<file path="config.mk">
export PLATFORM = sky130hd
export DESIGN_NAME = bls_queue
export DESIGN_NICKNAME = d
export VERILOG_FILES = /design/src/rtl/bls_pkg.sv /design/src/rtl/bls_queue.sv
export SDC_FILE = /design/constraint.sdc
export NUM_CORES = 1
export LEC_CHECK = 0
export ABC_AREA = 0
export BUFFER_PORTS_ARGS = -buffer_cell sky130_fd_sc_hd__buf_2
export CAP_MARGIN = 15
export CORE_MARGIN = 1.5
export CORE_UTILIZATION = 35
export CTS_CLUSTER_DIAMETER = 80
export DETAILED_ROUTE_END_ITERATION = 10
export SLEW_MARGIN = 20
export SYNTH_ARGS = -nofsm -noshare
export SYNTH_HDL_FRONTEND = slang
export SYNTH_SLANG_ARGS = --single-unit
</file>
<file path="constraint.sdc">
create_clock -name clock -period 6.2 [get_ports clock]
set_clock_uncertainty 0.15 [all_clocks]
set_input_delay 0.93 -clock clock [delete_from_list [all_inputs] [get_ports clock]]
set_output_delay 0.93 -clock clock [all_outputs]
set_load 0.005 [all_outputs]
</file>
<file path="src/rtl/bls_pkg.sv">
// bls_pkg: shared constants, register codes and structs of the bilinear scaler
// used by every file of the block; depends on nothing
`default_nettype none

package bls_pkg;

   // default store geometry and fixed-point format
   localparam int DEF_MAX_SRC_WIDTH  = 256;
   localparam int DEF_MAX_SRC_HEIGHT = 256;
   localparam int DEF_FRAC_BITS      = 16;

   // field widths
   localparam int COORD_W  = 12;
   localparam int PIX_W    = 8;
   localparam int FRAC_W   = 8;
   localparam int WGT_W    = 9;
   localparam int DIM_W    = 9;
   localparam int STEP_W   = 24;
   localparam int PROD_W   = COORD_W + STEP_W;
   localparam int DIMX_W   = COORD_W + 1;

   // configuration port
   localparam int CSR_ADDR_W = 2;
   localparam int CSR_DATA_W = 24;

   localparam logic [CSR_ADDR_W-1:0] CSR_SRC_WIDTH  = 2'd0;
   localparam logic [CSR_ADDR_W-1:0] CSR_SRC_HEIGHT = 2'd1;
   localparam logic [CSR_ADDR_W-1:0] CSR_ROW_STEP   = 2'd2;
   localparam logic [CSR_ADDR_W-1:0] CSR_COL_STEP   = 2'd3;

   localparam logic [DIM_W-1:0]  RST_SRC_WIDTH  = 9'd256;
   localparam logic [DIM_W-1:0]  RST_SRC_HEIGHT = 9'd256;
   localparam logic [STEP_W-1:0] RST_ROW_STEP   = 24'd65536;
   localparam logic [STEP_W-1:0] RST_COL_STEP   = 24'd65536;

   // request kinds
   localparam logic REQ_WRITE = 1'b0;
   localparam logic REQ_READ  = 1'b1;

   // command queue between front and back
   localparam int QUEUE_DEPTH = 4;
   localparam int QPTR_W      = 2;
   localparam int QCNT_W      = 3;

   typedef struct packed {
      logic [DIM_W-1:0]  src_width;
      logic [DIM_W-1:0]  src_height;
      logic [STEP_W-1:0] row_step;
      logic [STEP_W-1:0] col_step;
   } bls_cfg_type;

   // one classified request: a store write or an interpolation
   typedef struct packed {
      logic               is_write;
      logic               wr_ok;
      logic [COORD_W-1:0] r0;
      logic [COORD_W-1:0] r1;
      logic [COORD_W-1:0] c0;
      logic [COORD_W-1:0] c1;
      logic [FRAC_W-1:0]  fr;
      logic [FRAC_W-1:0]  fc;
      logic [PIX_W-1:0]   pixel;
      logic [COORD_W-1:0] row;
      logic [COORD_W-1:0] col;
   } bls_cmd_type;

endpackage

`default_nettype wire

</file>
<file path="src/rtl/bls_queue.sv">
// bls_queue: short command queue between the front and the back of the scaler
// depends on bls_pkg
`default_nettype none

module bls_queue (
   input  wire logic                  clock,
   input  wire logic                  reset,
   input  wire logic                  push,
   input  wire bls_pkg::bls_cmd_type  push_data,
   output logic                       full,
   input  wire logic                  pop,
   output bls_pkg::bls_cmd_type       pop_data,
   output logic                       empty
);

   bls_pkg::bls_cmd_type                slot_ff [bls_pkg::QUEUE_DEPTH];
   logic [bls_pkg::QPTR_W-1:0]          wr_ptr_ff;
   logic [bls_pkg::QPTR_W-1:0]          rd_ptr_ff;
   logic [bls_pkg::QCNT_W-1:0]          count_ff;
   logic [bls_pkg::QPTR_W-1:0]          wr_ptr_in;
   logic [bls_pkg::QPTR_W-1:0]          rd_ptr_in;
   logic [bls_pkg::QCNT_W-1:0]          count_in;

   assign full     = (count_ff == bls_pkg::QCNT_W'(bls_pkg::QUEUE_DEPTH));
   assign empty    = (count_ff == '0);
   assign pop_data = slot_ff[rd_ptr_ff];

   // pointer and fill count update
   always_comb begin
      wr_ptr_in = push ? wr_ptr_ff + bls_pkg::QPTR_W'(1) : wr_ptr_ff;
      rd_ptr_in = pop ? rd_ptr_ff + bls_pkg::QPTR_W'(1) : rd_ptr_ff;
      count_in  = count_ff;
      if (push && !pop) begin
         count_in = count_ff + bls_pkg::QCNT_W'(1);
      end else if (pop && !push) begin
         count_in = count_ff - bls_pkg::QCNT_W'(1);
      end
   end

   always_ff @(posedge clock) begin
      if (reset) begin
         wr_ptr_ff <= '0;
         rd_ptr_ff <= '0;
         count_ff  <= '0;
      end else begin
         wr_ptr_ff <= wr_ptr_in;
         rd_ptr_ff <= rd_ptr_in;
         count_ff  <= count_in;
      end
   end

   // entry storage
   always_ff @(posedge clock) begin
      if (push) begin
         slot_ff[wr_ptr_ff] <= push_data;
      end
   end

endmodule

`default_nettype wire

</file>
==> results.cfg <==
[final_layout]
most-common-layout-cells = edfxtp_1, buf_2, mux4_2
area_delta_synth_final_pct = 20.4
layoutNonFillerInstCount = 1352
design.final.nets = 898
layout-drive-gt1-share_pct = 45.7
layout.filler_cells = 3595
layout.cells.most_common = edfxtp_1

[timing]
slew_viol_final = 0
timing.setup.tns_ns = 0
tightestPinTransition_ns = 0.810
period_minus_slack_ns = 3.64
timing_hold_violations_final = 0
setup_viols_final = 0
layout_worst_path_cycle_share_pct = 58.7
maxSlewHeadroom_pct = 46.0
timing.fmax_mhz = 275
grt_setup_unrepaired = false

[hold_path]
worstHoldPathCells = 2
min-delay-start = count_ff[2]$_SDFFE_PP0P_
timing.hold.worst_endpoint = count_ff[2]$_SDFFE_PP0P_
hold_class = reg -> reg

[power_and_ir_drop]
power.sequential.fraction_pct = 52.0
ir_drop_mv = 0.244
p_leak_nw = 5.84
power.clock.fraction_pct = 39.7
switching_share_pct = 21.3
p_sw_mw = 1.29
internal_power_mw = 4.78
power-per-cell-area_nw_per_um2 = 346
combPwrFrac_pct = 8.4

[outcome]
outcome = finished, final reports clean

[place]
place.gp.congestion = 0.655
place_inst = 1277
place.detailed.hpwl_mm = 16.0
port-buffer-count = 201

[global_route]
overflow = 0
grt.met1_usage_pct = 17.3
gr-usage-all-layers_pct = 13.2
first_global_vias = 7050
grt_pass1_wl_mm = 41.5
globalRoute.busiestLayer = met2
met2_use_gr_pct = 21.1
initial_antenna_violation_count = 4
met3_usage_pct = 3.49
maximum_number_of_pins_on_one_net_before_global_route_repair = 52

[yosys]
synthesis.area_per_instance_sq_um = 26.2
cell_taking_the_most_area_after_synthesis = edfxtp_1
synth_seq_area_share_pct = 82.1
postSynthCellCount = 556
post_synth_num_cell_types = 22
synth.ff_latch_count = 401
post_synth_main_area_contributors = edfxtp_1, mux4_2, dfxtp_1, ha_1, buf_2
postSynthNetCount = 664
yosys.area.top_type_share_pct = 80.9
synthesis.area_sq_um = 14600
yosys_warnings = 0

[worst_setup_path]
r2r_cells = 3
reg2reg_from = wr_ptr_ff[0]$_SDFFE_PP0P_
worst-r2r-setup-slack_ns = 3.63
critical_path_source_type = flop
setup.worst_path.class = reg -> out
worst-path-max-fanout = 31
crit_arrival_ns = 2.56
endpoint_kind = output pin
worstPathRequired_ns = 5.12
reg2reg_to = slot_ff[3][53]$_DFFE_PP_

[route]
drt_drc_violations_left = 0
detail_route.vias_per_cell = 4.77
detailroute.via_count = 6448
drt_iter0_drc = 381
wl_mm = 27.8
drtAntennaViolNets = 0
1st_pass_router_iterations = 4
wl_per_cell_um = 20.5

[floorplanning]
coreArea_sq_um = 40900
die_h_um = 207
start_util_pct = 35.6
num_rows = 74
floorplan.die.width_um = 207
ios = 202
die_outline_area_sq_um = 42800

[clocking]
post-cts-setup-buffer-count = 0
post_cts_hold_buffer_count = 0
number_of_buffers_between_clock_root_and_the_deepest_sink = 3
tritoncts_clock_tree = done
cts.clk_slew.worst_paths_ns = 0.06
clk_latency_ns = 0.54
ctsHtreeMaxLevel = 2
cts_resized = 0
clock_sink_count = 401
tritoncts.num_buffers = 43
cts.root.buffer_cell = clkbuf_16

[flow_run]
maximum_capacitance_violations = 0
## kinds of logic (layout without fill, tap and decap cells)
group | count (synthesis) | in the layout | synth area share, %
flip-flops | 401 | 401 | 82.1
multiplexers | 100 | 100 | 15.3
buffers and inverters | 27 | 290 | 1.14
AND/OR/NAND/NOR | 15 | 15 | 0.507
adder cells (fa/ha/maj) | 6 | 6 | 0.567
XOR/XNOR | 5 | 5 | 0.301
AO/OA/AOI/OAI | 2 | 2 | 0.0687
other | 0 | 1 | 0
## sequential cells by signal (all words and copies together), names as in the netlist, named ones only
name,count
count_ff,3
rd_ptr_ff,2
slot_ff,392
wr_ptr_ff,2
## worst max-delay path, stage by stage, from the launching register on
cell     delay, ns
dfxtp_4       0.61
buf_4         0.62
mux4_2        0.59
buf_2         0.15
## Yosys cell counts, drive strengths merged
library cell / instances
edfxtp: 392
mux4: 98
buf: 15
dfxtp: 9
clkbuf: 8
nor2: 7
ha: 5
and2: 4
inv: 4
xor2: 3
mux2i: 2
xnor2: 2
a21oi: 1
fa: 1
nand2: 1
nor3: 1
nor3b: 1
o21ai: 1
or3: 1
## power by group through the flow
stage | Clock [mW] | Sequential, mW | Combinational [mW]
after detailed placement | 0 | 3.21 | 0.526
after global routing | 2.59 | 3.17 | 0.564
after CTS | 2.49 | 3.16 | 0.528
after floorplan | 0 | 3.20 | 0.300
final | 2.41 | 3.15 | 0.508
after global placement | 0 | 3.21 | 0.521
## routing by layer
| layer | vias up | share of wire, % |
|---|---|---|
| li1 | 2866 | - |
| met1 | 3359 | 43 |
| met2 | 170 | 48 |
| met3 | 47 | 6.2 |
| met4 | 6 | 2.4 |
| met5 | - | 0.17 |
## through the flow
step	hold WS [ns]	area, sq um	power, mW	util, %	setup WS [ns]
5_1_grt	0.385	17500	6.32	42.8	2.33
3_5_place_dp	0.345	16200	3.74	39.6	2.97
2_1_floorplan	0.316	14600	3.50	-	2.39
3_3_place_gp	0.336	16200	3.73	39.6	3.00
4_1_cts	0.355	17500	6.17	42.8	2.41
6_report	0.353	17500	6.07	42.8	2.56
## worst max-delay path by stage
stage | start | to | slack (ns)
finish | flop | pop_data[4] | 2.56
global route | flop | pop_data[20] | 2.33
CTS | flop | pop_data[4] | 2.41
detailed placement | push | slot_ff[3][5]$_DFFE_PP_ | 2.97
global placement | push | slot_ff[3][46]$_DFFE_PP_ | 3.00
floorplan | push | slot_ff[0][0]$_DFFE_PP_ | 2.39
## cell type report
cell class	instances	area, sq um	share of cell area, %
Sequential cell	401	12000	68.3
Multi-Input combinational cell	128	2450	14.0
Clock buffer	59	1220	6.96
Timing Repair Buffer	212	1100	6.28
Tap cell	532	666	3.80
Clock inverter	15	110	0.628
Inverter	4	15.0	0.0857
Antenna cell	1	2.50	0.0143
(Power assumes the default switching activity.)
