`config.mk`:
```
export PLATFORM = sky130hd
export DESIGN_NAME = bls_front_flat
export DESIGN_NICKNAME = d
export VERILOG_FILES = /design/src/rtl/bls_pkg.sv /design/src/rtl/bls_chan_if.sv /design/src/rtl/bls_front.sv /design/src/flat_wrapper.sv
export SDC_FILE = /design/constraint.sdc
export NUM_CORES = 2
export LEC_CHECK = 0
export BUFFER_PORTS_ARGS = -buffer_cell sky130_fd_sc_hd__buf_2
export CAP_MARGIN = 20
export CORE_MARGIN = 3
export CORE_UTILIZATION = 50
export CTS_BUF_LIST = sky130_fd_sc_hd__clkbuf_8
export CTS_CLUSTER_DIAMETER = 120
export DETAILED_ROUTE_END_ITERATION = 10
export PLACE_DENSITY = 0.69
export SLEW_MARGIN = 20
export SYNTH_ARGS = -nofsm -noshare
export SYNTH_HDL_FRONTEND = slang
export SYNTH_SLANG_ARGS = --single-unit
```
`constraint.sdc`:
```
create_clock -name clock -period 14.1 [get_ports clock]
set_input_delay 2.115 -clock clock [delete_from_list [all_inputs] [get_ports clock]]
set_output_delay 2.115 -clock clock [all_outputs]
set_load 0.1 [all_outputs]
```
`src/rtl/bls_pkg.sv`:
```
// bls_pkg: shared constants, register codes and structs of the bilinear scaler
// used by every file of the block; depends on nothing
`default_nettype none

package bls_pkg;

   // default store geometry and fixed-point format
   localparam int DEF_MAX_SRC_WIDTH  = 256;
   localparam int DEF_MAX_SRC_HEIGHT = 256;
   localparam int DEF_FRAC_BITS      = 16;

   // field widths
   localparam int COORD_W  = 12;
   localparam int PIX_W    = 8;
   localparam int FRAC_W   = 8;
   localparam int WGT_W    = 9;
   localparam int DIM_W    = 9;
   localparam int STEP_W   = 24;
   localparam int PROD_W   = COORD_W + STEP_W;
   localparam int DIMX_W   = COORD_W + 1;

   // configuration port
   localparam int CSR_ADDR_W = 2;
   localparam int CSR_DATA_W = 24;

   localparam logic [CSR_ADDR_W-1:0] CSR_SRC_WIDTH  = 2'd0;
   localparam logic [CSR_ADDR_W-1:0] CSR_SRC_HEIGHT = 2'd1;
   localparam logic [CSR_ADDR_W-1:0] CSR_ROW_STEP   = 2'd2;
   localparam logic [CSR_ADDR_W-1:0] CSR_COL_STEP   = 2'd3;

   localparam logic [DIM_W-1:0]  RST_SRC_WIDTH  = 9'd256;
   localparam logic [DIM_W-1:0]  RST_SRC_HEIGHT = 9'd256;
   localparam logic [STEP_W-1:0] RST_ROW_STEP   = 24'd65536;
   localparam logic [STEP_W-1:0] RST_COL_STEP   = 24'd65536;

   // request kinds
   localparam logic REQ_WRITE = 1'b0;
   localparam logic REQ_READ  = 1'b1;

   // command queue between front and back
   localparam int QUEUE_DEPTH = 4;
   localparam int QPTR_W      = 2;
   localparam int QCNT_W      = 3;

   typedef struct packed {
      logic [DIM_W-1:0]  src_width;
      logic [DIM_W-1:0]  src_height;
      logic [STEP_W-1:0] row_step;
      logic [STEP_W-1:0] col_step;
   } bls_cfg_type;

   // one classified request: a store write or an interpolation
   typedef struct packed {
      logic               is_write;
      logic               wr_ok;
      logic [COORD_W-1:0] r0;
      logic [COORD_W-1:0] r1;
      logic [COORD_W-1:0] c0;
      logic [COORD_W-1:0] c1;
      logic [FRAC_W-1:0]  fr;
      logic [FRAC_W-1:0]  fc;
      logic [PIX_W-1:0]   pixel;
      logic [COORD_W-1:0] row;
      logic [COORD_W-1:0] col;
   } bls_cmd_type;

endpackage

`default_nettype wire

```
`src/rtl/bls_chan_if.sv`:
```
// bls_req_if and bls_rsp_if: valid/ready channels of the bilinear scaler
// depends on bls_pkg for field widths
`default_nettype none

interface bls_req_if;
   logic                          valid;
   logic                          ready;
   logic                          req_type;
   logic [bls_pkg::COORD_W-1:0]   row;
   logic [bls_pkg::COORD_W-1:0]   col;
   logic [bls_pkg::PIX_W-1:0]     pixel_in;

   modport source (output valid, req_type, row, col, pixel_in, input ready);
   modport sink   (input valid, req_type, row, col, pixel_in, output ready);
endinterface


`default_nettype wire

```
`src/rtl/bls_front.sv`:
```
// bls_front: accepts requests, scales coordinates and classifies them into commands
// depends on bls_pkg and bls_req_if
`default_nettype none

module bls_front #(
   parameter int MAX_SRC_WIDTH  = bls_pkg::DEF_MAX_SRC_WIDTH,
   parameter int MAX_SRC_HEIGHT = bls_pkg::DEF_MAX_SRC_HEIGHT,
   parameter int FRAC_BITS      = bls_pkg::DEF_FRAC_BITS
) (
   input  wire logic                  clock,
   input  wire logic                  reset,
   bls_req_if.sink                    req_ch,
   input  wire bls_pkg::bls_cfg_type  cfg,
   input  wire logic                  q_full,
   output logic                       q_push,
   output bls_pkg::bls_cmd_type       q_data
);

   localparam int CW = bls_pkg::COORD_W;
   localparam int PW = bls_pkg::PROD_W;
   localparam int XW = bls_pkg::DIMX_W;
   localparam int FW = bls_pkg::FRAC_W;
   localparam logic [XW-1:0] MAX_W_X = XW'(MAX_SRC_WIDTH);
   localparam logic [XW-1:0] MAX_H_X = XW'(MAX_SRC_HEIGHT);

   // last valid index of a dimension, the dimension first clamped to 1..max
   function automatic logic [CW-1:0] dim_last(input logic [bls_pkg::DIM_W-1:0] v,
                                              input logic [XW-1:0] maxv);
      logic [XW-1:0] d;
      begin
         d = XW'(v);
         if (d == '0) begin
            d = XW'(1);
         end else if (d > maxv) begin
            d = maxv;
         end
         return CW'(d - XW'(1));
      end
   endfunction

   // integer part of the position, saturated, and its clamped neighbour
   function automatic logic [2*CW-1:0] locate(input logic [PW-1:0] pos,
                                              input logic [CW-1:0] last);
      logic [PW-1:0] ip;
      logic [CW-1:0] i0;
      logic [CW-1:0] i1;
      begin
         ip = pos >> FRAC_BITS;
         i0 = (ip > PW'(last)) ? last : ip[CW-1:0];
         i1 = (i0 < last) ? i0 + CW'(1) : last;
         return {i1, i0};
      end
   endfunction

   logic                f1_valid_ff;
   logic                f1_type_ff;
   logic [CW-1:0]       f1_row_ff;
   logic [CW-1:0]       f1_col_ff;
   logic [bls_pkg::PIX_W-1:0] f1_pix_ff;
   logic [PW-1:0]       f1_prow_ff;
   logic [PW-1:0]       f1_pcol_ff;
   logic [PW-1:0]       f1_prow_in;
   logic [PW-1:0]       f1_pcol_in;

   logic                 f2_valid_ff;
   bls_pkg::bls_cmd_type f2_cmd_ff;
   bls_pkg::bls_cmd_type f2_cmd_in;

   logic                advance;
   logic [CW-1:0]       last_r;
   logic [CW-1:0]       last_c;
   logic [2*CW-1:0]     loc_r;
   logic [2*CW-1:0]     loc_c;

   // front stalls only when its last stage cannot enter the queue
   assign advance      = !f2_valid_ff || !q_full;
   assign req_ch.ready = advance;
   assign q_push       = f2_valid_ff && !q_full;
   assign q_data       = f2_cmd_ff;

   // stage one: coordinate times step
   assign f1_prow_in = PW'(req_ch.row) * PW'(cfg.row_step);
   assign f1_pcol_in = PW'(req_ch.col) * PW'(cfg.col_step);

   always_ff @(posedge clock) begin
      if (reset) begin
         f1_valid_ff <= 1'b0;
      end else if (advance) begin
         f1_valid_ff <= req_ch.valid;
      end
   end

   always_ff @(posedge clock) begin
      if (advance) begin
         f1_type_ff <= req_ch.req_type;
         f1_row_ff  <= req_ch.row;
         f1_col_ff  <= req_ch.col;
         f1_pix_ff  <= req_ch.pixel_in;
         f1_prow_ff <= f1_prow_in;
         f1_pcol_ff <= f1_pcol_in;
      end
   end

   // stage two: clamp indices, take fractions, check write range
   assign last_r = dim_last(cfg.src_height, MAX_H_X);
   assign last_c = dim_last(cfg.src_width, MAX_W_X);
   assign loc_r  = locate(f1_prow_ff, last_r);
   assign loc_c  = locate(f1_pcol_ff, last_c);

   always_comb begin
      f2_cmd_in.is_write = (f1_type_ff == bls_pkg::REQ_WRITE);
      f2_cmd_in.wr_ok    = (XW'(f1_row_ff) < MAX_H_X) && (XW'(f1_col_ff) < MAX_W_X);
      f2_cmd_in.r0       = f2_cmd_in.is_write ? f1_row_ff : loc_r[CW-1:0];
      f2_cmd_in.r1       = loc_r[2*CW-1:CW];
      f2_cmd_in.c0       = f2_cmd_in.is_write ? f1_col_ff : loc_c[CW-1:0];
      f2_cmd_in.c1       = loc_c[2*CW-1:CW];
      f2_cmd_in.fr       = f1_prow_ff[FRAC_BITS-1 -: FW];
      f2_cmd_in.fc       = f1_pcol_ff[FRAC_BITS-1 -: FW];
      f2_cmd_in.pixel    = f1_pix_ff;
      f2_cmd_in.row      = f1_row_ff;
      f2_cmd_in.col      = f1_col_ff;
   end

   always_ff @(posedge clock) begin
      if (reset) begin
         f2_valid_ff <= 1'b0;
      end else if (advance) begin
         f2_valid_ff <= f1_valid_ff;
      end
   end

   always_ff @(posedge clock) begin
      if (advance) begin
         f2_cmd_ff <= f2_cmd_in;
      end
   end

endmodule

`default_nettype wire

```
`src/flat_wrapper.sv`:
```
// flat-port wrapper written by rule: the top's interface ports become plain ports
module bls_front_flat 
#(
   parameter int MAX_SRC_WIDTH  = bls_pkg::DEF_MAX_SRC_WIDTH,
   parameter int MAX_SRC_HEIGHT = bls_pkg::DEF_MAX_SRC_HEIGHT,
   parameter int FRAC_BITS      = bls_pkg::DEF_FRAC_BITS
)
  (clock, reset, cfg, q_full, q_push, q_data, req_ch_valid, req_ch_req_type, req_ch_row, req_ch_col, req_ch_pixel_in, req_ch_ready);
  bls_req_if req_ch_i ();
  input  wire logic clock;
  input  wire logic reset;
  input  wire bls_pkg::bls_cfg_type cfg;
  input  wire logic q_full;
  output logic q_push;
  output bls_pkg::bls_cmd_type q_data;
  input wire logic [$bits(req_ch_i.valid)-1:0] req_ch_valid;
  input wire logic [$bits(req_ch_i.req_type)-1:0] req_ch_req_type;
  input wire logic [$bits(req_ch_i.row)-1:0] req_ch_row;
  input wire logic [$bits(req_ch_i.col)-1:0] req_ch_col;
  input wire logic [$bits(req_ch_i.pixel_in)-1:0] req_ch_pixel_in;
  output wire logic [$bits(req_ch_i.ready)-1:0] req_ch_ready;
  assign req_ch_i.valid = req_ch_valid;
  assign req_ch_i.req_type = req_ch_req_type;
  assign req_ch_i.row = req_ch_row;
  assign req_ch_i.col = req_ch_col;
  assign req_ch_i.pixel_in = req_ch_pixel_in;
  assign req_ch_ready = req_ch_i.ready;
  bls_front #(.MAX_SRC_WIDTH(MAX_SRC_WIDTH), .MAX_SRC_HEIGHT(MAX_SRC_HEIGHT), .FRAC_BITS(FRAC_BITS)) u_core (.clock(clock), .reset(reset), .req_ch(req_ch_i), .cfg(cfg), .q_full(q_full), .q_push(q_push), .q_data(q_data));
endmodule
```
==> metrics.md <==
| Metric | Value |
|---|---|
| Status | finished, final reports clean |
| Antenna-violating nets left | 0 |
| Iteration-0 DRC count of the detailed router | 1236 |
| Fmax | 0.127 GHz |
| Commonest cells post-synth | nand2_1 (485), inv_1 (439), fa_1 (438) |
| Nets | 3390 |
| Post-CTS Resized | 0 |
| Ys flop type | edfxtp_1 |
| Count of cell types in the netlist | 71 |
| Leading area contributor after synthesis | fa_1 |
| Vias in the first global route | 19.2k |
| Most used cell, CP | fa_1 |
| Yosys warns | 0 |
| Count leader, synth | nand2_1 |
| Placed instance area | 0.0267 mm2 |
| Final worst slack | 6.21 ns |
| Clk Latency, worst-skew pair | 0.49 ns |
| Detailed Routing Iterations Pass 1 | 5 |
| Total vias in the final route | 18.2k |
| Crit path cell chain | buf_2 -> nand2_1 -> fa_1 -> fa_1 -> inv_1 -> fa_1 -> inv_1 -> fa_1 -> inv_1 -> fa_1 -> ha_1 -> or2_2 -> a21oi_1 -> nor3_1 -> nand4_1 -> o21ai_0 -> nor3b_1 -> o21bai_1 -> a21oi_1 -> a21oi_1 -> xnor2_1 |
| Top post-synthesis cells by area | fa_1 (35%), edfxtp_1 (22%), ha_1 (8.6%) |
| Setup Viol. Count Final | 0 |
| Clock-pin slew on the worst setup and hold paths | 0.11 ns |
| Vias/cell | 5.44 |
| Final Max Tran Viols | 0 |
| Starting Density | 0.511 |
| Dpl hpwl | 47800 um |
| Die Ht | 231 um |
| Pwr Density | 211 mW/mm2 |
| Largest stage delay, worst path | 0.58 ns |
| MaxCap Viol Count | 0 |
| Register area share after synthesis | 0.224 |
| Antenna diodes | 0 |
| Max-slew headroom | 0.293 |
| Port bufs | 202 |
| Setup Fix Bufs, Post-CTS | 0 |
| Total Power | 5.74 mW |
| Critical Path Start | req_ch_row[3] |
| Tmin final | 7.89 ns |
| DP Cell Count | 3319 |
| Avg WL per Cell | 18.1 um |
| Htree depth | 4 |
| First-pass GRT wire length | 100000 um |
| CTS tree | done |
| Post-synth top area share | 0.347 |
| CTS Buffer Depth | 2 |
| Post-synth EDFFs | 187 |
| Syn avg cell area | 9.88 um2 |
| Layout Utilization | 0.549 |
| Routed WL | 60600 um |
| Pre-CTS WS | 5.26 ns |
| Placer Congestion | 0.875 |
| VDD IR max | 0.160 mV |
| Largest net degree at the start of global routing | 162 |
| Drc violations | 0 |
| Die ar. | 0.0532 mm2 |
| RSZ-0062 raised after global routing | false |
| Critical path arrival | 8.15 ns |
| Cell area after layout | 0.0272 mm2 |
| Startpoint class of the critical path | primary input |
| Reg2reg start | u_core.f1_pcol_ff[21] |
| Worst Skew | 0.0161 ns |
| Leakage | 12.9 nW |
| Final Non-Filler Cells | 3352 |
| Syn-to-layout area delta | 7.57% |
| FF+latch count, synth | 189 |
| Fillers | 4372 |
| CP max stage cell | nor3b_1 |
| Mapped Cells | 2555 |
| Setup crit end kind | register |
| Overflow after GRT | 0 |
| Total GRT Usage | 0.235 |
| Initial antenna violation count | 0 |
| Root Driver | clkbuf_8 |
| TritonCTS buffer count | 17 |
| # IOs | 203 |
| HP Class | register to register |
| Hold_sp | u_core.f1_prow_ff[13] |
| Final setup TNS | 0 ns |
| Core Rows | 81 |
| Hold buffer count at cts | 0 |
| Crit Path Category | primary input to register |
| CTS sink count | 189 |
| Layout cell share with drive strength beyond 1 | 0.107 |
| Worst-path fanout max | 25 |
| Final Hold Fails | 0 |
| Measured slew at the worst slew-check pin | 1.06 ns |
| Ys async rst share | 0 |
| Core Area | 0.0495 mm2 |
| Synth Cell Area | 0.0252 mm2 |
| Hold slack | 0.420 ns |
| Die X | 231 um |
| Data required, critical path | 14.36 ns |
| Fin crit share | 0.560 |
==> cells by family after synthesis <==
family          count (synthesis)  synth area share
xor+xnor                       73            0.0253
other cells                     1          0.000149
fa+ha+maj                     612             0.433
compound gates                223            0.0576
simple gates                  864             0.160
mux                            36            0.0155
flops                         189             0.224
buf+inv                       557            0.0836
==> final timing paths <==
path	endpoint	slack, ns	cells after the start
min	u_core.q_data[45]	0.42	0
max reg2reg	u_core.q_data[50]	8.41	17
min reg2reg	u_core.q_data[45]	0.42	0
max	u_core.f1_prow_ff[32]	6.21	21
==> where the power goes <==
part	internal, mW	total [mW]	switching [mW]
registers	1.01	1.12	0.116
logic	1.65	4.24	2.59
clock network	0.152	0.375	0.223
total	2.82	5.74	2.93
==> layer usage <==
| layer | track usage | part of all wire | up-vias |
|---|---|---|---|
| li1 | - | - | 8247 |
| met1 | 0.332 | 0.44 | 9273 |
| met2 | 0.384 | 0.48 | 601 |
| met3 | 0.0310 | 0.060 | 102 |
| met4 | 0.0680 | 0.024 | 0 |
| met5 | 0 | 0 | - |
==> registers in the layout (all words and copies together), names as in the netlist <==
name,flops
u_core.q_data,98
u_core.f1_prow_ff,28
u_core.f1_pix_ff,8
u_core.f1_row_ff,12
u_core.f1_pcol_ff,28
u_core.f1_valid_ff,1
u_core.f2_valid_ff,1
u_core.f1_col_ff,12
u_core.f1_type_ff,1
==> cells in the final DEF, fill, tap and decap left out, drive strengths merged, types with 11 or more instances in the layout <==
| master | instances |
|---|---|
| mux2 | 25 |
| fa | 438 |
| ha | 174 |
| nor2b | 14 |
| buf | 205 |
| xor2 | 24 |
| nor3 | 19 |
| nand4 | 11 |
| edfxtp | 187 |
| nand3 | 24 |
| inv | 448 |
| a31oi | 13 |
| clkbuf | 17 |
| xnor2 | 49 |
| o21ai | 57 |
| and3 | 13 |
| a21o | 23 |
| conb | 14 |
| a21oi | 59 |
| nand2 | 486 |
| nor2 | 69 |
| nor4 | 12 |
| mux2i | 11 |
| and2 | 171 |
==> layout make-up <==
cell class | instances | area, um2 | area share
Sequential cell | 189 | 5660 | 0.208
Multi-Input combinational cell | 1822 | 17600 | 0.646
Tap cell | 664 | 831 | 0.0306
Inverter | 440 | 1650 | 0.0608
Clock inverter | 15 | 185 | 0.00682
Timing Repair Buffer | 205 | 1050 | 0.0388
Clock buffer | 17 | 234 | 0.00861
==> critical path: cells and delay by family <==
family / cells / cell delay (ns)
XOR/XNOR: 1 / 0.13
AO/OA/AOI/OAI: 5 / 1.20
AND/OR/NAND/NOR: 5 / 1.32
buffers and inverters: 4 / 0.59
adder cells (fa/ha/maj): 6 / 2.78
Note: power is estimated with default switching activity, not from simulation.
